**src/rtl/fsqg_pkg.sv**
```systemverilog
// Shared types and constants of the frame statistics quality governor.
`timescale 1ns / 1ps
package fsqg_pkg;
   localparam int NREC      = 9;
   localparam int DIV_NUM_W = 40;
   localparam int DIV_DEN_W = 25;
   localparam int DIV_CNT_W = 6;

   localparam logic [3:0] F_FRAME  = 4'd0;
   localparam logic [3:0] F_SDF    = 4'd1;
   localparam logic [3:0] F_CULL   = 4'd2;
   localparam logic [3:0] F_RAY    = 4'd3;
   localparam logic [3:0] F_TEMP   = 4'd4;
   localparam logic [3:0] F_RECON  = 4'd5;
   localparam logic [3:0] F_STEPS  = 4'd6;
   localparam logic [3:0] F_REPROJ = 4'd7;
   localparam logic [3:0] F_HIT    = 4'd8;

   localparam logic [3:0] OP_REPROJ = 4'd0;
   localparam logic [3:0] OP_STEPS  = 4'd1;
   localparam logic [3:0] OP_HIT    = 4'd2;
   localparam logic [3:0] OP_LAST   = 4'd8;

   localparam logic CSR_ENABLE = 1'b0;
   localparam logic CSR_TARGET = 1'b1;

   localparam logic [15:0] TARGET_RESET = 16'd4267;
   localparam logic [14:0] SCALE_STEP   = 15'd6400;
   localparam logic signed [20:0] TH_FULL    = 21'sd23040;
   localparam logic signed [20:0] TH_THREE_Q = 21'sd16640;
   localparam logic signed [20:0] TH_HALF    = 21'sd10240;

   localparam logic [1:0] LVL_QUARTER = 2'd0;
   localparam logic [1:0] LVL_HALF    = 2'd1;
   localparam logic [1:0] LVL_THREE_Q = 2'd2;
   localparam logic [1:0] LVL_FULL    = 2'd3;

   typedef enum logic [2:0] {
      ST_IDLE,
      ST_RATE,
      ST_WRITE,
      ST_WALK,
      ST_MEAN,
      ST_FINISH
   } state_type;

   typedef logic [NREC-1:0][15:0] rec_type;

   typedef struct packed {
      logic                 start;
      logic [DIV_NUM_W-1:0] num;
      logic [DIV_DEN_W-1:0] den;
   } div_req_type;

   typedef struct packed {
      logic        busy;
      logic        done;
      logic [15:0] quot;
   } div_rsp_type;
endpackage

```
**src/rtl/fsqg_div.sv**
```systemverilog
// Restoring bit-serial divider with saturated 16-bit quotient.
`timescale 1ns / 1ps
module fsqg_div (
   input  logic                 clock,
   input  logic                 reset,
   input  fsqg_pkg::div_req_type req,
   output fsqg_pkg::div_rsp_type rsp
);
   logic                           busy_ff, busy_in;
   logic                           done_ff, done_in;
   logic                           zero_ff, zero_in;
   logic [fsqg_pkg::DIV_CNT_W-1:0] cnt_ff, cnt_in;
   logic [fsqg_pkg::DIV_NUM_W-1:0] acc_ff, acc_in;
   logic [fsqg_pkg::DIV_DEN_W-1:0] rem_ff, rem_in;
   logic [fsqg_pkg::DIV_DEN_W-1:0] den_ff, den_in;
   logic [fsqg_pkg::DIV_DEN_W:0]   shifted;
   logic [fsqg_pkg::DIV_DEN_W:0]   diff;
   logic                           ge;

   always_comb begin
      shifted = {rem_ff, acc_ff[fsqg_pkg::DIV_NUM_W-1]};
      diff    = shifted - {1'b0, den_ff};
      ge      = shifted >= {1'b0, den_ff};
      busy_in = busy_ff;
      done_in = 1'b0;
      zero_in = zero_ff;
      cnt_in  = cnt_ff;
      acc_in  = acc_ff;
      rem_in  = rem_ff;
      den_in  = den_ff;
      if (busy_ff) begin
         acc_in = {acc_ff[fsqg_pkg::DIV_NUM_W-2:0], ge};
         rem_in = ge ? diff[fsqg_pkg::DIV_DEN_W-1:0] : shifted[fsqg_pkg::DIV_DEN_W-1:0];
         cnt_in = cnt_ff + 1'b1;
         if (cnt_ff == fsqg_pkg::DIV_CNT_W'(fsqg_pkg::DIV_NUM_W - 1)) begin
            busy_in = 1'b0;
            done_in = 1'b1;
         end
      end else if (req.start) begin
         busy_in = 1'b1;
         cnt_in  = '0;
         acc_in  = req.num;
         rem_in  = '0;
         den_in  = req.den;
         zero_in = req.den == '0;
      end
   end

   always_ff @(posedge clock) begin
      if (reset) begin
         busy_ff <= 1'b0;
         done_ff <= 1'b0;
      end else begin
         busy_ff <= busy_in;
         done_ff <= done_in;
      end
      zero_ff <= zero_in;
      cnt_ff  <= cnt_in;
      acc_ff  <= acc_in;
      rem_ff  <= rem_in;
      den_ff  <= den_in;
   end

   always_comb begin
      rsp.busy = busy_ff;
      rsp.done = done_ff;
      if (zero_ff) begin
         rsp.quot = '0;
      end else if (|acc_ff[fsqg_pkg::DIV_NUM_W-1:16]) begin
         rsp.quot = 16'hFFFF;
      end else begin
         rsp.quot = acc_ff[15:0];
      end
   end
endmodule

```
**config.mk**
```make
export PLATFORM = sky130hd
export DESIGN_NAME = fsqg_div
export DESIGN_NICKNAME = d
export VERILOG_FILES = /design/src/rtl/fsqg_pkg.sv /design/src/rtl/fsqg_div.sv
export SDC_FILE = /design/constraint.sdc
export NUM_CORES = 1
export LEC_CHECK = 0
export BUFFER_PORTS_ARGS = -buffer_cell sky130_fd_sc_hd__clkbuf_2
export CORE_MARGIN = 8
export CORE_UTILIZATION = 40
export CTS_CLUSTER_DIAMETER = 60
export DETAILED_ROUTE_END_ITERATION = 6
export GPL_ROUTABILITY_DRIVEN = 0
export PLACE_DENSITY = 0.71
export SETUP_SLACK_MARGIN = 0.1
export SLEW_MARGIN = 20
export SYNTH_ARGS = -nofsm -noshare
export SYNTH_HDL_FRONTEND = slang
export SYNTH_SLANG_ARGS = --single-unit
```
**constraint.sdc**
```tcl
create_clock -name clock -period 3.03 [get_ports clock]
set_clock_uncertainty 0.2 [all_clocks]
set_input_delay 0.303 -clock clock [delete_from_list [all_inputs] [get_ports clock]]
set_output_delay 0.303 -clock clock [all_outputs]
set_load 0.02 [all_outputs]
```
# == After elaboration in Yosys (flattened, before gate mapping) ==
# Cells that the tools add are included.
# totals
ff_bits,99
# op_classes
add_sub_neg,2
magnitude_cmp,1
n_eq_ne,1
mux,13
bitwise,1
n_reduce_logical,5
# op_table
op,count
$mux W40,2
$mux W25,3
$mux W16,2
$ge A26 B25 Y1,1
$logic_not A25 Y1,1
$sub A25 B25 Y25,1
$reduce_or A24 Y1,1
$mux W6,2
$add A6 B1 Y6 const B,1
$eq A6 B6 Y1 const B,1
$mux W1,4
$reduce_and A2 Y1,1
$reduce_bool A2 Y1,1
$reduce_or A2 Y1,1
$not A1 Y1,1

# == Longest topological paths before layout ==
# depth
depth_word,3
ltp_mapped,14

# == Worst setup path before layout ==
# No wires, ideal clock.
# synth_timing
path_type,register to register
from,register busy_ff
to,register acc_ff[0] (netlist bit) (enable)
setup_ns,0.425
arrival_time_ns,2.532
required_ns,2.405
path_slack_ns,-0.127
stages_incl_launch_ff,6
synth_period_minus_slack_ns,3.157
cell_sequence,dfxtp_1 -> clkbuf_1 -> clkbuf_1 -> buf_1 -> nor2_1 -> inv_1
# synth_between
elab_chain_cells,1
# synth_rtl
element,line_no,rtl
"start, declared",fsqg_div.sv:9,"logic busy_ff, busy_in;"
"start signal, assigned",fsqg_div.sv:54,busy_ff <= busy_in;
$reduce_bool A2 Y1 (no source line),-,
"end signal, assigned",fsqg_div.sv:59,acc_ff <= acc_in;
"end, declared",fsqg_div.sv:13,"logic [fsqg_pkg::DIV_NUM_W-1:0] acc_ff, acc_in;"
# Every way passes these cells.
# A chain may end at the register's enable or synchronous reset.

# == Worst setup path after layout ==
# layout_timing
from,register acc_ff[39] (netlist bit)
to,register rem_ff[22] (netlist bit) (data pin)
# layout_between
elab_chain_cells,3
elab_cells_between_ends,4
cone_classes,1 x add/sub; 1 x order compare; 2 x mux
# layout_rtl
element,line_no,rtl
$sub A25 B25 Y25 or $ge A26 B25 Y1 (tied branches),"fsqg_div.sv:22, fsqg_div.sv:23",
$mux W25 (*),fsqg_div.sv:33,rem_in = ge ? diff[fsqg_pkg::DIV_DEN_W-1:0] : shifted[fsqg_pkg::DIV_DEN_W-1:0];
$mux W25 (*),fsqg_div.sv:31,if (busy_ff) begin
"end signal, assigned",fsqg_div.sv:60,rem_ff <= rem_in;
"end, declared",fsqg_div.sv:14,"logic [fsqg_pkg::DIV_DEN_W-1:0] rem_ff, rem_in;"
# Mark *: on every way between the ends. The rest lies on a longest branch, timed or not.

==> flow_summary.yaml <==
status:
  outcome: "finished, final reports clean"
setup_path:
  critPathLaunchType: "flip-flop"
  cp_max_fo: 4
  cp.arrival_ps: 2920
  worstSetupEndpointType: "flip-flop"
  reg2reg_from: "acc_ff[39]"
  critPathSlowestCell: "edfxtp_1"
  setup.worst_path.start: "acc_ff[39]"
  cp.required_ps: 2930
  slowest_delay_ps: 410
  worstRegToRegCells: 13
  reg2reg_to: "rem_ff[22]"
  worstPathCellList: "inv_1 > ha_2 > inv_2 > fa_2 > a21o_1 > a221oi_2 > o221a_4 > buf_6 > nor4_4 > nor3_2 > xnor2_1 > mux2i_4 > nor2b_1"
  critPathCapture: "rem_ff[22]"
  r2r_slack_ps: 9
  crit_type: "reg2reg"
grt:
  grt_start_max_net_pins: 88
  grt.overflow.total: 0
  grt_pass1_vias: 4467
  antenna_found_initial: 0
  grt_first_pass_wirelength_um: 21200
  grt_usage: 0.1455
sta:
  post-route-min-period_ps: 3021
  slew_headroom: 0.3627
  slew_viol_final: 0
  rsz0062_at_grt: "true"
  setup_viol: 0
  max_freq_mhz: 331.0
  timing_hold_violations_final: 0
  worst_slew_pin_slew_ps: 956.0
  whs_ps: 48.89
  period_share: 0.9971
detailed_routing:
  postRouteWirelength_um: 13460
  drc: 0
  drt_iter0_markers: 280
  postRouteAntennaNets: 0
  wl_per_cell_um: 16.84
  vias: 4285
  routed_via_density: 5.363
  first_pass_iters: 5
final_layout:
  design_area_mm2: 0.007073
  final_cell_count_no_fill: 799
  layout_common_cells: "97 x edfxtp_1, 85 x clkbuf_2, 39 x mux2_2"
  drive_gt1_frac: 0.3053
  finalNetCount: 709
  layout_commonest_cell: "edfxtp_1"
  antenna_cells: 0
  area_growth_pct: 25.09
  postLayoutCoreUtil: 0.5115
clocking:
  cts-root-buf: "clkbuf_16"
  cts_tree: "yes"
  cts.clk_slew.worst_paths_ps: 70
  clock-sinks: 99
  cts.htree.levels: 3
  insertion_delay_ps: 350
  cts_made_buffers: 9
  cts.path.max_buffers: 2
yosys:
  yosys_warnings: 0
  synth_cells: 489
  netlist_area_mm2: 0.005654
  ys_types: 53
  synth_nets: 584
  yosys-top-cells-area: "edfxtp_1 52%, mux2_2 7.8%, ha_1 5.8%"
  synth-seq-cells: 99
  ys.flop_type: "edfxtp_1"
  async_flop_share: 0
  yosysSeqAreaShare: 0.5222
  synth_edf_count: 97
  avgSynthCellArea_um2: 11.56
  synth_top_area_share: 0.5152
  yosys.area.top_type: "edfxtp_1"
floorplan:
  ios: 86
  rows: 43
  initial_core_util: 0.4089
  dieWidth_um: 134.9
  die_h_um: 134.9
  core-area_mm2: 0.01383
  die_area_mm2: 0.01820
placement:
  dp_cells: 749
  port_buffers: 85
  place_area_mm2: 0.006357
  dp_hpwl_um: 9204
flow_run:
  cap_viol_max_count: 0
pwr:
  leakagePower_nw: 2.904
  total_power_mw: 4.082
  p_per_area_mw_per_mm2: 577.1
  ir_drop_mv: 0.4081
hold_path:
  hp-class: "in2reg"
==> flip-flops by register name, indices dropped and copies added, names as in the netlist <==
register / flops
cnt_ff: 6
zero_ff: 1
acc_ff: 40
den_ff: 25
done_ff: 1
rem_ff: 25
busy_ff: 1
==> timing repair <==
item                                    4_1_cts  5_1_grt
hold buffers                                 26        0
buffers inserted                              6        1
endpoints found under the hold margin        27        0
pin swaps                                     6        9
endpoints found under the setup margin       25       26
gates cloned                                  0        1
resized for setup                             7       18
==> logic make-up after synthesis <==
group           Yosys count  share of synthesized area
compound gates           71                    0.08652
xor+xnor                 22                    0.03408
fa+ha+maj                27                    0.06108
buf+inv                  57                    0.04337
flops                    99                     0.5222
mux                      56                     0.1082
simple gates            157                     0.1445
==> Yosys cell counts, types with 5 or more instances <==
master,count
a21oi_1,17
nand4_1,8
nand3_1,10
buf_1,5
inv_1,34
nand2_1,32
nor3_1,20
o22ai_1,7
clkbuf_1,11
o21ai_0,9
xnor2_1,17
xor2_1,5
edfxtp_1,97
nor2_1,31
mux2i_1,15
ha_1,26
nand3b_1,5
a21o_1,12
mux2_2,39
nor4_1,14
nor2b_1,19
==> per-stage QoR <==
step	setup WS, ps	setup TNS, ps
2_1_floorplan	100.1	0
5_1_grt	-122.4	-1469
4_1_cts	66.77	0
3_5_place_dp	29.93	0
3_3_place_gp	107.7	0
6_report	8.809	0
==> worst min path at each step <==
stage	start	end	slack (ps)	cells past startpoint
detailed placement	reset	done_ff	280	2
finish	req[35]	acc_ff[10]	50	2
global route	req[49]	acc_ff[24]	40	2
CTS	req[28]	acc_ff[3]	30	2
floorplan	reset	done_ff	170	1
global placement	reset	done_ff	280	2
==> layout make-up <==
class                   count  area, um2
fillers                  1203       6754
flip-flops and latches     99       2954
multi-input cells         333       2562
repair buffers            137      938.4
clock buffers              11      232.7
well taps                 180      225.2
inverters                  34      131.4
clock inverters             5      28.78
==> layer usage <==
metal / part of all wire / track usage / up-vias
met5: 0 / 0 / -
met4: 0.027 / 0.07673 / 0
met3: 0.043 / 0.03492 / 25
met2: 0.51 / 0.2455 / 122
met1: 0.42 / 0.1677 / 2066
li1: - / - / 2072
==> power by group <==
| group | total [mW] | switching (mW) | internal, mW |
|---|---|---|---|
| clock network | 1.05 | 0.501 | 0.554 |
| logic | 1.24 | 0.645 | 0.599 |
| registers | 1.78 | 0.0862 | 1.70 |
==> critical path, delay by kind of cell (launching register included) <==
kind | cells | cell delay (ps)
flops | 1 | 410
simple gates | 3 | 320
fa+ha+maj | 2 | 530
compound gates | 3 | 770
mux | 1 | 180
buf+inv | 3 | 240
xor+xnor | 1 | 150
Note: power is estimated with default switching activity, not from simulation.
